## config.mk

```make
export PLATFORM = sky130hd
export DESIGN_NAME = hscf_friction
export DESIGN_NICKNAME = d
export VERILOG_FILES = /design/src/rtl/core/hscf_pkg.sv /design/src/rtl/core/hscf_friction.sv
export SDC_FILE = /design/constraint.sdc
export NUM_CORES = 2
export LEC_CHECK = 0
export BUFFER_PORTS_ARGS = -buffer_cell sky130_fd_sc_hd__clkbuf_2
export CAP_MARGIN = 5
export CORE_UTILIZATION = 60
export CTS_BUF_LIST = sky130_fd_sc_hd__clkbuf_16
export DETAILED_ROUTE_END_ITERATION = 6
export GPL_TIMING_DRIVEN = 0
export PLACE_DENSITY = 0.87
export SYNTH_ARGS = -nofsm -noshare
export SYNTH_HDL_FRONTEND = slang
export SYNTH_SLANG_ARGS = --single-unit
```

## constraint.sdc

```tcl
create_clock -name clk -period 9.6 [get_ports clk]
set_input_delay 0.96 -clock clk [delete_from_list [all_inputs] [get_ports clk]]
set_output_delay 0.96 -clock clk [all_outputs]
set_load 0.01 [all_outputs]
```

## src/rtl/core/hscf_pkg.sv

```systemverilog
// ----------------------------------------------------------------------------
// Contact force core package
// Shared types, register codes, constants and the saturation function.
// ----------------------------------------------------------------------------
package hscf_pkg;

  localparam int unsigned HSCF_LATENCY = 7;

  typedef logic [0:0] reg_index_t;
  localparam reg_index_t REG_STIFFNESS = 1'b0;
  localparam reg_index_t REG_FRICTION  = 1'b1;

  localparam logic [30:0] STIFFNESS_RESET = 31'd65536;
  localparam logic [15:0] FRICTION_RESET  = 16'd6554;

  typedef enum logic [1:0] {
    SGN_ZERO,
    SGN_POS,
    SGN_NEG
  } sgn_t;

  typedef struct packed {
    logic               valid;
    logic signed [31:0] fn;
    sgn_t               sgn;
    logic signed [31:0] nx;
    logic signed [31:0] ny;
    logic [30:0]        ra;
    logic [30:0]        rb;
  } front_t;

  typedef struct packed {
    logic               valid;
    logic signed [31:0] fn;
    logic signed [32:0] fs;
    logic signed [31:0] nx;
    logic signed [31:0] ny;
    logic [30:0]        ra;
    logic [30:0]        rb;
  } fric_t;

  localparam logic signed [67:0] SAT_HI = 68'sd2147483647;
  localparam logic signed [67:0] SAT_LO = -68'sd2147483648;

  function automatic logic signed [31:0] sat32(input logic signed [67:0] x);
    logic signed [31:0] r;
    if (x > SAT_HI) begin
      r = 32'sh7fffffff;
    end else if (x < SAT_LO) begin
      r = 32'sh80000000;
    end else begin
      r = $signed(x[31:0]);
    end
    return r;
  endfunction

endpackage

```

## src/rtl/core/hscf_friction.sv

```systemverilog
// ----------------------------------------------------------------------------
// Contact force friction stages
// Coulomb shear force magnitude and its sign over two stages.
// ----------------------------------------------------------------------------
module hscf_friction (
  input  logic             clk,
  input  logic             rst,
  input  hscf_pkg::front_t fi,
  input  logic [15:0]      friction_coeff,
  output hscf_pkg::fric_t  fo
);
  import hscf_pkg::*;

  logic               v4;
  logic signed [48:0] fm4;
  logic signed [31:0] fn4, nx4, ny4;
  sgn_t               sgn4;
  logic [30:0]        ra4, rb4;

  logic signed [48:0] fsh;
  logic signed [32:0] fmag;
  logic signed [32:0] fs;

  assign fsh = fm4 >>> 16;
  assign fmag = fsh[32:0];

  always_comb begin
    unique case (sgn4)
      SGN_POS: fs = fmag;
      SGN_NEG: fs = -fmag;
      default: fs = 33'sd0;
    endcase
  end

  always_ff @(posedge clk) begin
    if (rst) begin
      v4 <= 1'b0;
      fo.valid <= 1'b0;
    end else begin
      v4 <= fi.valid;
      fo.valid <= v4;
    end

    fm4 <= $signed({1'b0, friction_coeff}) * fi.fn;
    fn4 <= fi.fn;
    sgn4 <= fi.sgn;
    nx4 <= fi.nx;
    ny4 <= fi.ny;
    ra4 <= fi.ra;
    rb4 <= fi.rb;

    fo.fn <= fn4;
    fo.fs <= fs;
    fo.nx <= nx4;
    fo.ny <= ny4;
    fo.ra <= ra4;
    fo.rb <= rb4;
  end

endmodule

```

# Word level (Yosys, flattened, before mapping)
# Cells that the tools add are included.
op_classes:
  bitwise_logic: 0
  n_shift: 0
  muxes: 1
  n_addsub: 1
  n_mul: 1
  div_mod_pow: 0
  n_reduce_logical: 0
  eq_ne: 2
  magnitude_cmp: 0
op_table:
  columns: ["cell", "n"]
  rows:
  - ["$pmux W33 S2", 1]
  - ["$mul A17 B32 Y49", 1]
  - ["$neg A33 Y33", 1]
  - ["$eq A2 B1 Y1 const B", 1]
  - ["$eq A2 B2 Y1 const B", 1]
word_totals:
  reg_bits: 402
  elab_cells: 20
  mem_count: 0
  out_inout_bits: 192
  rom_bits: 0
  ram_bits: 0
  input_bits: 179
  latchBits: 0

# Logic depth before layout (Yosys ltp)
logic_depth:
  depth_word: 2
  depth_mapped: 24
  depth_no_buf: 23

# Least setup slack after synthesis
# No wires, ideal clock.
synth_timing:
  path_type: "input to register"
  from: "input port fi[159] (netlist bit)"
  to: "register fm4[48]"
  arrival_ps: 6568
  path_slack_ps: 2910
  t_required_ps: 9478
  setup_time_ps: 122
  path_buffers: 2
  path_stages: 21
  path_cell_list: "clkbuf_1 > nand2_1 > fa_1 > inv_1 > fa_1 > inv_1 > fa_1 > fa_1 > inv_1 > fa_1 > inv_1 > fa_1 > inv_1 > ha_1 > clkbuf_1 > a21oi_1 > o211ai_1 > o311ai_0 > nor2b_1 > o21ai_0 > xnor2_1"
synth_via:
  elab_chain_len: 1
synth_lines:
  columns: ["element", "line_no", "source"]
  rows:
  - ["start: declaration", "hscf_friction.sv:8", "input hscf_pkg::front_t fi,"]
  - ["$mul A17 B32 Y49", "hscf_friction.sv:44", "fm4 <= $signed({1'b0, friction_coeff}) * fi.fn;"]
  - ["end signal: assignment", "hscf_friction.sv:44", null]
  - ["end: declaration", "hscf_friction.sv:15", "logic signed [48:0] fm4;"]
# No other way between the ends.
# A chain may end at the register's enable or synchronous reset.

# Final worst setup path
layout_timing:
  from: "input port fi[133] (netlist bit)"
  to: "register fm4[41]"
# The elaborated chain is that of the path after synthesis.

==> impl_metrics.ini <==
[clock_tree]
path_clk_slew_ps = 60
clockBufferDepth = 3
h-tree-depth = 2
numCtsBuffers = 38
post_cts_buffers = 0
cts_tree = done
insertion_delay_ps = 580
numClockSinks = 386
cts-resized-gates = 0
cts_hold_buffers = 0
root_buffer = clkbuf_16

[drt]
routed_via_density = 5.39
drt_iter0_drc = 1456
vias = 19000
drt-total-wl_mm = 77.4
wire_per_inst_um = 22.0
ant_nets = 0
drt_first_pass_iters = 5
drcViolationCount = 0

[min_path]
hold_end = fo[168]$_DFF_P_
min_delay_path_depth = 0
hp-class = flop to flop
holdCritStartpoint = fn4[9]$_DFF_P_

[global_routing]
grt_use_total = 0.367
antenna_found_initial = 8
grt_pass1_wl_mm = 120
grt.overflow.total = 0
grt_max_degree = 16
grt_pass1_vias = 21100

[sta]
setup_viol = 0
slew_violations = 0
fin_crit_sh = 0.863
hold_violations = 0
setup_tns_ps = 0
fin_skew_ps = 32.0
fmax_mhz = 121
worstMarginPinSlew_ps = 976
hold_slack_ps = 303
finalWorstSetupSlack_ps = 1320
slew_headroom = 0.345
period_minus_slack_ps = 8280
rsz0062_at_grt = false

[place]
place.gp.congestion = 1.01
dp_slack_ps = 713
io_buffer_count = 370
hpwl_mm = 61.7

[critical_path]
slowest_delay_ps = 820
ff2ff_path_depth = 11
crit_path_frequent_cell = fa_1
crit_chain = clkbuf_2 -> clkbuf_1 -> nand2_1 -> fa_1 -> inv_1 -> fa_1 -> inv_1 -> fa_1 -> inv_1 -> fa_1 -> fa_1 -> fa_1 -> ha_1 -> a21o_1 -> a211oi_1 -> a22o_1 -> a21oi_1 -> o21ai_0 -> o31ai_1 -> a2111o_1 -> nand3_1
path_max_fanout = 10
cp.required_ps = 10100
timing.rr.end = fo[158]$_DFF_P_
startpoint_type = input pin
endpoint_kind = flop
crit_start = fi[133]
reg2reg_slack_ps = 6280
r2r-start = fm4[16]$_DFF_P_
arrival_ps = 8780
slowest_stage = a211oi_1
path_class = input pin to flop

[floorplan]
io_pins = 371
die_h_um = 211
dieArea_um2 = 44400
core-area_um2 = 43000
die_w_um = 211
rows = 76
initial_core_util = 0.608

[layout]
utilization = 0.698
drive_gt1_frac = 0.151
num-nets-final = 3691
areaGrowthSynthToFinish_pct = 14.9

[yosys]
synth_top_cell_by_area = fa_1
synth-seq-cells = 386
yosysUniqueCellTypes = 55
synthXorXnorAreaFrac = 0.0194
synth_edf_count = 0
yosys_most_used_dff = dfxtp_1
postSynthAreaPerCell_um2 = 10.5
synth-seq-area-share = 0.296
synth_top_area_frac = 0.373
synth_fa_ha_area_frac = 0.430
synth.area.top_cells = fa_1 (37%), dfxtp_1 (30%), inv_1 (7.8%)
synth_compound_area_frac = 0.0365
synth_most_common_cell = inv_1
syn_inst = 2496
synth_top_family_by_area = adder cells
synthMuxAreaShare = 0.000383
netlist_area_um2 = 26100
syn-num-nets = 3280
async_reset_ff_frac = 0
netlist_top_cells_count = inv_1 (545), fa_1 (487), dfxtp_1 (386)
yosysWarnings = 0
synth-simple-area-share = 0.125

[run]
drv_cap = 0

[outcome]
outcome = completed
[layout make-up]
type                    instances  area [um2]
well taps                     585         732
diodes                          3        7.51
inverters                     545        2050
repair buffers                371        1860
fillers                      3215       13000
flip-flops and latches        386        7730
clock buffers                  38         951
multi-input cells            1472       16000
clock inverters                32         342
plain buffers                  93         373
[registers in the layout (all words and copies together) (netlist names)]
register / count
fo: 192
fm4: 33
fn4: 32
nx4: 32
ny4: 32
ra4: 31
rb4: 31
sgn4: 2
v4: 1
[worst max-delay path by stage]
stage / to / slack, ps / cells past startpoint
floorplan: fm4[48]$_DFF_P_ / 2910 / 21
global placement: fm4[41]$_DFF_P_ / 790 / 20
detailed placement: fm4[41]$_DFF_P_ / 710 / 20
CTS: fm4[41]$_DFF_P_ / 1250 / 20
global route: fm4[41]$_DFF_P_ / 1160 / 19
finish: fm4[41]$_DFF_P_ / 1320 / 21
[metrics by stage]
stage          cells  instance area (um2)
2_1_floorplan   2496                26100
3_3_place_gp    3451                28700
3_5_place_dp    3451                28700
4_1_cts         3521                30000
5_1_grt         3524                30000
6_report        3525                30000
[kinds of logic after synthesis]
group / Yosys count
buf+inv: 638
flops: 386
xor+xnor: 58
compound gates: 148
fa+ha+maj: 605
simple gates: 660
mux: 1
[metal layers]
| metal | GRT usage | share of wire |
|---|---|---|
| met5 | 0 | 0.00049 |
| met4 | 0.233 | 0.073 |
| met3 | 0.0888 | 0.098 |
| met2 | 0.608 | 0.48 |
| met1 | 0.428 | 0.35 |
[layout by cell type (no fill, tap or decap), types with 10 or more instances in the layout]
| master | count |
|---|---|
| clkbuf_2 | 370 |
| dfxtp_1 | 386 |
| o21ai_0 | 28 |
| nand3_1 | 10 |
| inv_1 | 552 |
| xor2_1 | 13 |
| xnor2_1 | 45 |
| fa_1 | 487 |
| clkbuf_1 | 90 |
| nor3_1 | 14 |
| nand2_1 | 306 |
| ha_1 | 118 |
| nor2_1 | 50 |
| and2_1 | 226 |
| a21oi_1 | 40 |
| clkbuf_16 | 38 |
| a22oi_1 | 18 |
[worst max-delay path, delay by kind of cell]
family	cells	cell delay [ps]
adder cells (fa/ha/maj)	7	3390
AND/OR/NAND/NOR	2	220
buffers and inverters	5	1040
AO/OA/AOI/OAI	7	3160
Power is not shown: default switching activity piles up to over one toggle a cycle in this logic, so the estimate is an artifact.
